[src/rtl/core/tcdf_pkg.sv]
package tcdf_pkg;

   typedef logic [1:0] op_type;

   localparam op_type OP_TICK   = 2'd0;
   localparam op_type OP_SWITCH = 2'd1;
   localparam op_type OP_LEVEL  = 2'd2;

   localparam logic [9:0] SW_OFF = 10'd0;
   localparam logic [9:0] SW_ON  = 10'd1;

   localparam logic [11:0] STEP       = 12'd10;
   localparam logic [7:0]  FULL_LEVEL = 8'd255;
   localparam logic [11:0] DUTY_MAX   = 12'd2550;

   typedef struct packed {
      logic        on;
      logic [7:0]  level;
      logic [11:0] duty;
   } chan_state_type;

   typedef struct packed {
      logic        on;
      logic [7:0]  level;
      logic        report;
   } cmd_result_type;

   typedef struct packed {
      logic [11:0] duty;
      logic        moved;
   } fade_result_type;

endpackage

[src/rtl/core/tcdf_if.sv]
interface tcdf_req_if;
   logic       valid;
   logic       ready;
   logic [1:0] op;
   logic       channel;
   logic [9:0] value;

   modport source (output valid, output op, output channel, output value, input ready);
   modport sink (input valid, input op, input channel, input value, output ready);
endinterface

interface tcdf_rsp_if;
   logic        valid;
   logic        ready;
   logic [11:0] duty_first;
   logic [11:0] duty_second;
   logic        on_first;
   logic        on_second;
   logic [7:0]  level_first;
   logic [7:0]  level_second;
   logic        report;
   logic        duty_moved;

   modport source (
      output valid, output duty_first, output duty_second, output on_first,
      output on_second, output level_first, output level_second, output report,
      output duty_moved, input ready
   );
   modport sink (
      input valid, input duty_first, input duty_second, input on_first,
      input on_second, input level_first, input level_second, input report,
      input duty_moved, output ready
   );
endinterface

[src/rtl/core/two_channel_dimmer_fade.sv]
// Channel  Direction  Handshake          Payload
// req_if   in         valid / ready      op, channel, value
// rsp_if   out        valid / ready      duty, on flag and level of both channels,
//                                        report, duty_moved
//
// Each request gives exactly one response via the input and output registers.
// One request is taken every cycle unless the output stalls; the state update is a
// single pass through the fade step and command decode between the input and
// output registers. Synchronous active-high reset clears both channels to off,
// level 0 and duty 0. A stalled response holds the output register; requests keep
// flowing until the input register is also full.
module two_channel_dimmer_fade (
   input logic        clock,
   input logic        reset,
   tcdf_req_if.sink   req_if,
   tcdf_rsp_if.source rsp_if
);
   import tcdf_pkg::*;

   logic        in_valid_ff, in_valid_in;
   op_type      in_op_ff;
   logic        in_channel_ff;
   logic [9:0]  in_value_ff;

   logic        out_valid_ff, out_valid_in;
   chan_state_type out_state_ff [2];
   logic        out_report_ff, out_report_in;
   logic        out_moved_ff, out_moved_in;

   chan_state_type  state_ff [2];
   chan_state_type  state_in [2];
   fade_result_type fade [2];
   cmd_result_type  cmd [2];

   logic advance;

   assign advance = in_valid_ff && (!out_valid_ff || rsp_if.ready);
   assign req_if.ready = !in_valid_ff || advance;
   assign in_valid_in = (req_if.valid && req_if.ready) || (in_valid_ff && !advance);
   assign out_valid_in = advance || (out_valid_ff && !rsp_if.ready);

   for (genvar ch = 0; ch < 2; ch++) begin : g_chan
      tcdf_fade u_fade (
         .state (state_ff[ch]),
         .fade  (fade[ch])
      );
      tcdf_cmd u_cmd (
         .state (state_ff[ch]),
         .op    (in_op_ff),
         .sel   (in_channel_ff == 1'(ch)),
         .value (in_value_ff),
         .cmd   (cmd[ch])
      );

      always_comb begin
         state_in[ch] = state_ff[ch];
         if (advance) begin
            if (in_op_ff == OP_TICK) begin
               state_in[ch].duty = fade[ch].duty;
            end else begin
               state_in[ch].on = cmd[ch].on;
               state_in[ch].level = cmd[ch].level;
            end
         end
      end

      always_ff @(posedge clock) begin
         if (reset) begin
            state_ff[ch] <= '0;
         end else begin
            state_ff[ch] <= state_in[ch];
         end
      end

      always_ff @(posedge clock) begin
         if (advance) begin
            out_state_ff[ch] <= state_in[ch];
         end
      end
   end

   assign out_report_in = (in_op_ff != OP_TICK) && (cmd[0].report || cmd[1].report);
   assign out_moved_in = (in_op_ff == OP_TICK) && (fade[0].moved || fade[1].moved);

   always_ff @(posedge clock) begin
      if (reset) begin
         in_valid_ff <= 1'b0;
         out_valid_ff <= 1'b0;
      end else begin
         in_valid_ff <= in_valid_in;
         out_valid_ff <= out_valid_in;
      end
   end

   always_ff @(posedge clock) begin
      if (req_if.valid && req_if.ready) begin
         in_op_ff <= req_if.op;
         in_channel_ff <= req_if.channel;
         in_value_ff <= req_if.value;
      end
      if (advance) begin
         out_report_ff <= out_report_in;
         out_moved_ff <= out_moved_in;
      end
   end

   assign rsp_if.valid = out_valid_ff;
   assign rsp_if.duty_first = out_state_ff[0].duty;
   assign rsp_if.duty_second = out_state_ff[1].duty;
   assign rsp_if.on_first = out_state_ff[0].on;
   assign rsp_if.on_second = out_state_ff[1].on;
   assign rsp_if.level_first = out_state_ff[0].level;
   assign rsp_if.level_second = out_state_ff[1].level;
   assign rsp_if.report = out_report_ff;
   assign rsp_if.duty_moved = out_moved_ff;

   a_report_excl: assert property (@(posedge clock) disable iff (reset)
      out_valid_ff |-> !(out_report_ff && out_moved_ff))
      else $error("report and duty_moved set together");

   a_duty_range: assert property (@(posedge clock) disable iff (reset)
      (state_ff[0].duty <= DUTY_MAX) && (state_ff[1].duty <= DUTY_MAX))
      else $error("duty above full scale");

   a_duty_only_on_tick: assert property (@(posedge clock) disable iff (reset)
      (advance && (in_op_ff != OP_TICK))
      |=> ($stable(state_ff[0].duty) && $stable(state_ff[1].duty)))
      else $error("duty changed on a command");

   a_level_only_on_cmd: assert property (@(posedge clock) disable iff (reset)
      (!advance || (in_op_ff == OP_TICK))
      |=> ($stable(state_ff[0].level) && $stable(state_ff[1].level)
           && $stable(state_ff[0].on) && $stable(state_ff[1].on)))
      else $error("channel setting changed without a command");

   a_ready_when_drained: assert property (@(posedge clock) disable iff (reset)
      !out_valid_ff |-> req_if.ready)
      else $error("request refused with empty output register");

endmodule

[src/rtl/core/tcdf_fade.sv]
module tcdf_fade (
   input  tcdf_pkg::chan_state_type  state,
   output tcdf_pkg::fade_result_type fade
);
   import tcdf_pkg::*;

   logic [11:0] goal;
   logic [11:0] level_wide;
   logic [12:0] sum;
   logic [11:0] next;

   always_comb begin
      level_wide = {4'b0000, state.level};
      goal = state.on ? ((level_wide << 3) + (level_wide << 1)) : 12'd0;
      sum = {1'b0, state.duty} + {1'b0, STEP};
      next = state.duty;
      if (state.duty > goal) begin
         next = (state.duty >= STEP) ? (state.duty - STEP) : 12'd0;
      end else if (state.duty < goal) begin
         next = (sum > {1'b0, DUTY_MAX}) ? DUTY_MAX : sum[11:0];
      end
      if (next > DUTY_MAX) begin
         next = DUTY_MAX;
      end
      fade.duty = next;
      fade.moved = (next != state.duty);
   end

endmodule

[src/rtl/core/tcdf_cmd.sv]
module tcdf_cmd (
   input  tcdf_pkg::chan_state_type state,
   input  tcdf_pkg::op_type         op,
   input  logic                     sel,
   input  logic [9:0]               value,
   output tcdf_pkg::cmd_result_type cmd
);
   import tcdf_pkg::*;

   always_comb begin
      cmd.on = state.on;
      cmd.level = state.level;
      cmd.report = 1'b0;
      if (sel) begin
         case (op)
            OP_SWITCH: begin
               if (value == SW_OFF) begin
                  cmd.on = 1'b0;
                  cmd.report = 1'b1;
               end else if (value == SW_ON) begin
                  if (state.level == 8'd0) begin
                     cmd.level = FULL_LEVEL;
                  end
                  cmd.on = 1'b1;
                  cmd.report = 1'b1;
               end
            end
            OP_LEVEL: begin
               if (value <= {2'b00, FULL_LEVEL}) begin
                  cmd.level = value[7:0];
                  cmd.on = 1'b1;
                  cmd.report = 1'b1;
               end
            end
            default: begin
            end
         endcase
      end
   end

endmodule
[src/flat_wrapper.sv]
// flat-port wrapper written by rule: the top's interface ports become plain ports
module two_channel_dimmer_fade_flat import tcdf_pkg::*;
  (clock, reset, req_if_valid, req_if_op, req_if_channel, req_if_value, req_if_ready, rsp_if_valid, rsp_if_duty_first, rsp_if_duty_second, rsp_if_on_first, rsp_if_on_second, rsp_if_level_first, rsp_if_level_second, rsp_if_report, rsp_if_duty_moved, rsp_if_ready);
  tcdf_req_if req_if_i ();
  tcdf_rsp_if rsp_if_i ();
  input logic clock;
  input logic reset;
  input wire logic [$bits(req_if_i.valid)-1:0] req_if_valid;
  input wire logic [$bits(req_if_i.op)-1:0] req_if_op;
  input wire logic [$bits(req_if_i.channel)-1:0] req_if_channel;
  input wire logic [$bits(req_if_i.value)-1:0] req_if_value;
  output wire logic [$bits(req_if_i.ready)-1:0] req_if_ready;
  output wire logic [$bits(rsp_if_i.valid)-1:0] rsp_if_valid;
  output wire logic [$bits(rsp_if_i.duty_first)-1:0] rsp_if_duty_first;
  output wire logic [$bits(rsp_if_i.duty_second)-1:0] rsp_if_duty_second;
  output wire logic [$bits(rsp_if_i.on_first)-1:0] rsp_if_on_first;
  output wire logic [$bits(rsp_if_i.on_second)-1:0] rsp_if_on_second;
  output wire logic [$bits(rsp_if_i.level_first)-1:0] rsp_if_level_first;
  output wire logic [$bits(rsp_if_i.level_second)-1:0] rsp_if_level_second;
  output wire logic [$bits(rsp_if_i.report)-1:0] rsp_if_report;
  output wire logic [$bits(rsp_if_i.duty_moved)-1:0] rsp_if_duty_moved;
  input wire logic [$bits(rsp_if_i.ready)-1:0] rsp_if_ready;
  assign req_if_i.valid = req_if_valid;
  assign req_if_i.op = req_if_op;
  assign req_if_i.channel = req_if_channel;
  assign req_if_i.value = req_if_value;
  assign req_if_ready = req_if_i.ready;
  assign rsp_if_valid = rsp_if_i.valid;
  assign rsp_if_duty_first = rsp_if_i.duty_first;
  assign rsp_if_duty_second = rsp_if_i.duty_second;
  assign rsp_if_on_first = rsp_if_i.on_first;
  assign rsp_if_on_second = rsp_if_i.on_second;
  assign rsp_if_level_first = rsp_if_i.level_first;
  assign rsp_if_level_second = rsp_if_i.level_second;
  assign rsp_if_report = rsp_if_i.report;
  assign rsp_if_duty_moved = rsp_if_i.duty_moved;
  assign rsp_if_i.ready = rsp_if_ready;
  two_channel_dimmer_fade u_core (.clock(clock), .reset(reset), .req_if(req_if_i), .rsp_if(rsp_if_i));
endmodule
[config.mk]
export PLATFORM = sky130hd
export DESIGN_NAME = two_channel_dimmer_fade_flat
export DESIGN_NICKNAME = d
export VERILOG_FILES = /design/src/rtl/core/tcdf_pkg.sv /design/src/rtl/core/tcdf_if.sv /design/src/rtl/core/two_channel_dimmer_fade.sv /design/src/rtl/core/tcdf_fade.sv /design/src/rtl/core/tcdf_cmd.sv /design/src/flat_wrapper.sv
export SDC_FILE = /design/constraint.sdc
export NUM_CORES = 1
export LEC_CHECK = 0
export ABC_AREA = 1
export BUFFER_PORTS_ARGS = -buffer_cell sky130_fd_sc_hd__clkbuf_2
export CAP_MARGIN = 0
export CORE_MARGIN = 2
export CORE_UTILIZATION = 45
export DETAILED_ROUTE_END_ITERATION = 6
export GPL_ROUTABILITY_DRIVEN = 0
export PLACE_DENSITY_LB_ADDON = 0.3
export SYNTH_ARGS = -nofsm -noshare
export SYNTH_HDL_FRONTEND = slang
export SYNTH_SLANG_ARGS = --single-unit
[constraint.sdc]
create_clock -name clock -period 5.2 [get_ports clock]
set_input_delay 0 -clock clock [delete_from_list [all_inputs] [get_ports clock]]
set_output_delay 0 -clock clock [all_outputs]
set_load 0.05 [all_outputs]
After elaboration in Yosys (flattened, before gate mapping)
Memory sizes are Yosys's and may differ from the RTL's.
Index checks and enable logic that the tools add are counted.
{"block": "word_totals", "regBits": 17, "mem_bits_rw": 84, "input_bits": 17, "out_inout_bits": 46, "word_cells": 95, "n_memories": 2}
{"name": "u_core.out_state_ff", "depth": 2, "word_bits": 21, "read_ports": 2, "rd_ports_with_merged_regs": 0, "write_ports": 2, "line": "two_channel_dimmer_fade.sv:26", "text": "chan_state_type out_state_ff [2];"}
{"name": "u_core.state_ff", "depth": 2, "word_bits": 21, "read_ports": 2, "rd_ports_with_merged_regs": 0, "write_ports": 2, "line": "two_channel_dimmer_fade.sv:30", "text": "chan_state_type state_ff [2];"}
{"block": "classes", "add_sub_neg": 6, "n_lt_le_gt_ge": 11, "eq_ne": 5, "mux": 41, "bitwise": 2, "reduce_logical": 21}
{"op": "$mux 12", "n": 14}
{"op": "$mux 21", "n": 4}
{"op": "$mux 10", "n": 6}
{"op": "$pmux 10 s2", "n": 2}
{"op": "$mux 8", "n": 4}
{"op": "$add 12x4->13 const B", "n": 2}
{"op": "$gt 13x12->1 const B", "n": 2}
{"op": "$add 11x9->12", "n": 2}
{"op": "$ge 12x4->1 const B", "n": 2}
{"op": "$gt 12x12->1", "n": 2}
{"op": "$gt 12x12->1 const B", "n": 2}
{"op": "$lt 12x12->1", "n": 2}
{"op": "$ne 12x12->1", "n": 2}
{"op": "$sub 12x4->12 const B", "n": 2}
{"op": "$mux 9", "n": 2}
{"op": "$logic_not 8->1", "n": 2}
{"op": "$eq 10x1->1 const B", "n": 1}
{"op": "$le 10x8->1 const B", "n": 1}
{"op": "$logic_not 10->1", "n": 1}
{"op": "$mux 1", "n": 9}
{"op": "$logic_and 1x1->1", "n": 6}
{"op": "$logic_or 1x1->1", "n": 6}
{"op": "$logic_not 1->1", "n": 4}
{"op": "$eq 2x1->1 const B", "n": 1}
{"op": "other kinds (4)", "n": 5}

Logic depth before layout (Yosys ltp)
An unclocked memory read counts as a cell.
{"block": "logic_depth", "word_depth": 11, "ltp_mapped": 41, "ltp_nobuf": 39}

Hierarchy
From an unflattened synthesis, not the netlist that was laid out.
{"block": "unflattened", "cells_unflattened": 1386, "area_unflattened_um2": 8897.3}
{"module": "two_channel_dimmer_fade", "n_inst": 1, "cells_each": 438, "area_per_inst_um2": 4056.4, "seq_area_each_um2": 2592.5}
{"module": "tcdf_fade at u_core.g_chan[0].u_fade", "n_inst": 1, "cells_each": 366, "area_per_inst_um2": 1911.8, "seq_area_each_um2": 0.0}
{"module": "tcdf_fade at u_core.g_chan[1].u_fade", "n_inst": 1, "cells_each": 358, "area_per_inst_um2": 1788.0, "seq_area_each_um2": 0.0}
{"module": "tcdf_cmd", "n_inst": 2, "cells_each": 112, "area_per_inst_um2": 570.5, "seq_area_each_um2": 0.0}

Worst setup path before layout
Ideal clock, no wire load.
{"block": "synth_path", "path_kind": "register to register", "startpoint": "mem u_core.state_ff[1][14] (netlist name)", "endpoint": "reg u_core.out_moved_ff, in the netlist u_core.rsp_if.duty_moved (data pin)", "setup_time_ns": 0.254, "arrival_ns": 4.175, "required_ns": 4.946, "setup_slack_ns": 0.771, "path_stages_with_launch": 35, "path_buffers": 1, "period_less_slack_ns": 4.429, "path_cell_list": "dfxtp_1 ha_1 inv_1 fa_1 o31ai_1 inv_1 nor2_1 o21ai_0 nand2_1 inv_1 nor2_1 nand3_1 ha_1 nand4_1 nor3_1 nand2_1 nand3_1 nand2_1 nor2_2 nand2_1 nand2_1 nand3_1 nor2_1 nand3_1 nand2_1 nand2_4 buf_6 nand3_2 nand2_1 nor2_1 nand2_1 nor2_1 nand2_1 nor2_1 nor2_1"}
{"element": "start: declaration", "line": "two_channel_dimmer_fade.sv:30"}
{"element": "end signal: assignment", "line": "two_channel_dimmer_fade.sv:103", "text": "out_moved_ff <= out_moved_in;"}
{"element": "end: declaration", "line": "two_channel_dimmer_fade.sv:28", "text": "logic out_moved_ff, out_moved_in;"}

==> impl_metrics.yaml <==
sta:
  drv_slew: 0
  hold_slack_ps: 356.2
  final-setup-viol-count: 0
  finalHoldViolCount: 0
  min_period_ps: 4812
  tns_ps: 0
  fin_crit_sh_pct: 92.53
  fin_skew_ps: 11.67
  worst_slew_pin_slew_ps: 1098
  clock.fmax_mhz: 207.8
  slew_headroom_pct: 26.68
logic_synthesis:
  synthesis.area_mm2: 0.007311
  yosysTopAreaCell: "edfxtp_1"
  syn_avg_cell_area_um2: 6.969
  synth_most_common_cell: "nand2_1"
  syn_nets: 1113
  synth_top_cell_area_share_pct: 23.41
  yosysWarnings: 0
  synth_edf_count: 57
  synth_cell_types: 40
  netlist_top_cells_count: "307 x nand2_1, 133 x inv_1, 107 x nor2_1"
  ys_seq_area_share_pct: 35.46
  synthCells: 1049
  synth-async-reset-ratio_pct: 0
  ys_seq_elements: 101
  synth.area.top_cells: "edfxtp_1 23%, nand2_1 16%, dfxtp_1 12%, ha_1 7.7%, inv_1 6.8%"
  synthFlopType: "edfxtp_1"
worst_setup_path:
  cp_num_buf_inv: 5
  r2r_start: "u_core.state_ff[0][14]"
  critPathLaunchType: "flip-flop"
  ff2ff_setup_slack_ps: 390
  worst-r2r-cell-count: 36
  cpLargestDelayFamily: "simple AND/OR/NAND/NOR gates"
  crit_path_max_incr_delay_ps: 370
  crit_slowest_cell: "dfxtp_2"
  critPathArrivalTime_ps: 4940
  worstSetupEndpointType: "flip-flop"
  cp_max_fo: 8
  critPathRequiredTime_ps: 5330
  cp-startpoint: "u_core.state_ff[0][14]"
  path_class: "reg -> reg"
  r2r_end: "u_core.rsp_if.duty_moved"
  path_common_cell: "nand2_1"
placed_design:
  port-buffer-count: 62
  dpl.hpwl_mm: 13.60
clock_tree:
  tritoncts: "built"
  cts_made_buffers: 9
  cts_buffer_depth: 2
  clk_pin_slew_ps: 80
  clkLatencyLatePin_ps: 370
  ctsHtreeMaxLevel: 3
  clock-root-buffer: "clkbuf_16"
  cts.sinks: 101
power_and_ir_drop:
  power_uw: 2390
  peakVddDrop_mv: 0.1732
  power.density_mw_per_mm2: 278.9
  total_leakage_power_uw: 0.004175
worst_hold_path:
  hold_path.startpoint: "req_if_op[1]"
  whs_endpoint: "u_core.in_op_ff[1]"
  hold_depth: 2
  hp-class: "in -> reg"
global_route:
  grt_pass1_wl_mm: 30.89
  grt_max_degree: 46
  grt_usage_pct: 21.76
  grt-ovfl-total: 0
  first_global_vias: 6390
  grt_antenna_before_repair: 0
cells_and_area:
  area_growth_pct: 17.22
  drive_gt1_share_pct: 14.21
  antenna_cells: 0
  layout.nets: 1199
floorplan:
  ioPinCount: 63
  initial_core_util_pct: 46.02
  core_area_mm2: 0.01589
  die_h_um: 131.5
  die_w_um: 131.5
  rows: 46
  dieArea_mm2: 0.01728
routing:
  dr.pass1.iters: 5
  drt_iter0_markers: 597
  wl_per_cell_um: 14.36
  drt_wl_total_mm: 19.47
  drtAntennaViolNets: 0
  post-route-drc-count: 0
  vias: 7184
  via_per_inst: 5.298
flow_run:
  cap_violations: 0
outcome:
  status: "completed"
per-stage QoR:
stage	cell area [um^2]	utilization, %	worst slack, ps	cells
floorplan	7311	-	770.7	1049
global placement	7764	48.87	289.1	1303
finish	8569	53.95	388.3	1356
CTS	8229	51.80	119.2	1335
global route	8569	53.95	-100.8	1356
detailed placement	7764	48.87	147.6	1303
kinds of logic after synthesis:
family,Yosys count,synth area share [%]
simple gates,557,32.81
buf+inv,164,9.088
compound gates,157,11.54
flops,101,35.46
fa+ha+maj,47,8.249
xor+xnor,23,2.858
cell usage in the layout, fill, tap and decap left out, types with 9 or more instances in the layout:
| cell type | Yosys | final |
|---|---|---|
| nand2_1 | 307 | 303 |
| inv_1 | 133 | 131 |
| nor2_1 | 107 | 100 |
| o21ai_0 | 73 | 72 |
| nand3_1 | 75 | 70 |
| clkbuf_2 | 0 | 62 |
| a21oi_1 | 60 | 60 |
| edfxtp_1 | 57 | 57 |
| ha_1 | 45 | 43 |
| dfxtp_1 | 44 | 38 |
| nand4_1 | 19 | 19 |
| xor2_1 | 19 | 19 |
| buf_4 | 5 | 17 |
| dlygate4sd3_1 | 0 | 16 |
| nor3_1 | 12 | 10 |
| nand2_2 | 7 | 9 |
| a211oi_1 | 9 | 9 |
| nand2_4 | 2 | 9 |
| clkbuf_16 | 0 | 9 |
state kept, by name (all words and copies together), names as in the netlist:
name,flops
u_core.out_state_ff,42
u_core.in_value_ff,10
u_core.rsp_if.valid,1
u_core.in_channel_ff,1
u_core.rsp_if.duty_moved,1
u_core.state_ff,42
u_core.rsp_if.report,1
u_core.in_valid_ff,1
u_core.in_op_ff,2
worst max path at each step:
stage	to	slack, ps	cells past startpoint
CTS	u_core.rsp_if.duty_moved	120	35
detailed placement	u_core.rsp_if.duty_moved	150	35
global placement	u_core.rsp_if.duty_moved	290	35
finish	u_core.rsp_if.duty_moved	390	36
global route	u_core.rsp_if.duty_moved	-100	35
floorplan	u_core.rsp_if.duty_moved	770	34
metal layers:
layer / routed length, um / vias up / GRT usage [%]
li1: - / 3616 / -
met1: 8817 / 3237 / 29.97
met2: 8966 / 269 / 34.70
met3: 1174 / 62 / 3.588
met4: 510 / 0 / 7.488
met5: 0 / - / 0
where the power goes:
group,switching (uW),internal [uW],total [uW]
combinational,517,257,774
sequential,26.0,875,901
clock,334,380,715
total,878,1510,2390
final cells by class:
cell class / count / area, um^2
fill: 1552 / 7316
tap: 216 / 270.3
sequential: 101 / 2603
timing repair buffer: 97 / 624.3
clock inverter: 7 / 80.08
clock buffer: 9 / 225.2
inverter: 137 / 518.0
multi-input combinational: 789 / 4249
timing repair:
action | in CTS | in global routing
hold buffers | 16 | 0
gates resized for setup | 0 | 48
endpoints found under the setup margin | 0 | 27
setup buffers | 0 | 16
hold endpoints to repair | 15 | 0
No activity file was read; power rests on OpenSTA's default activity.
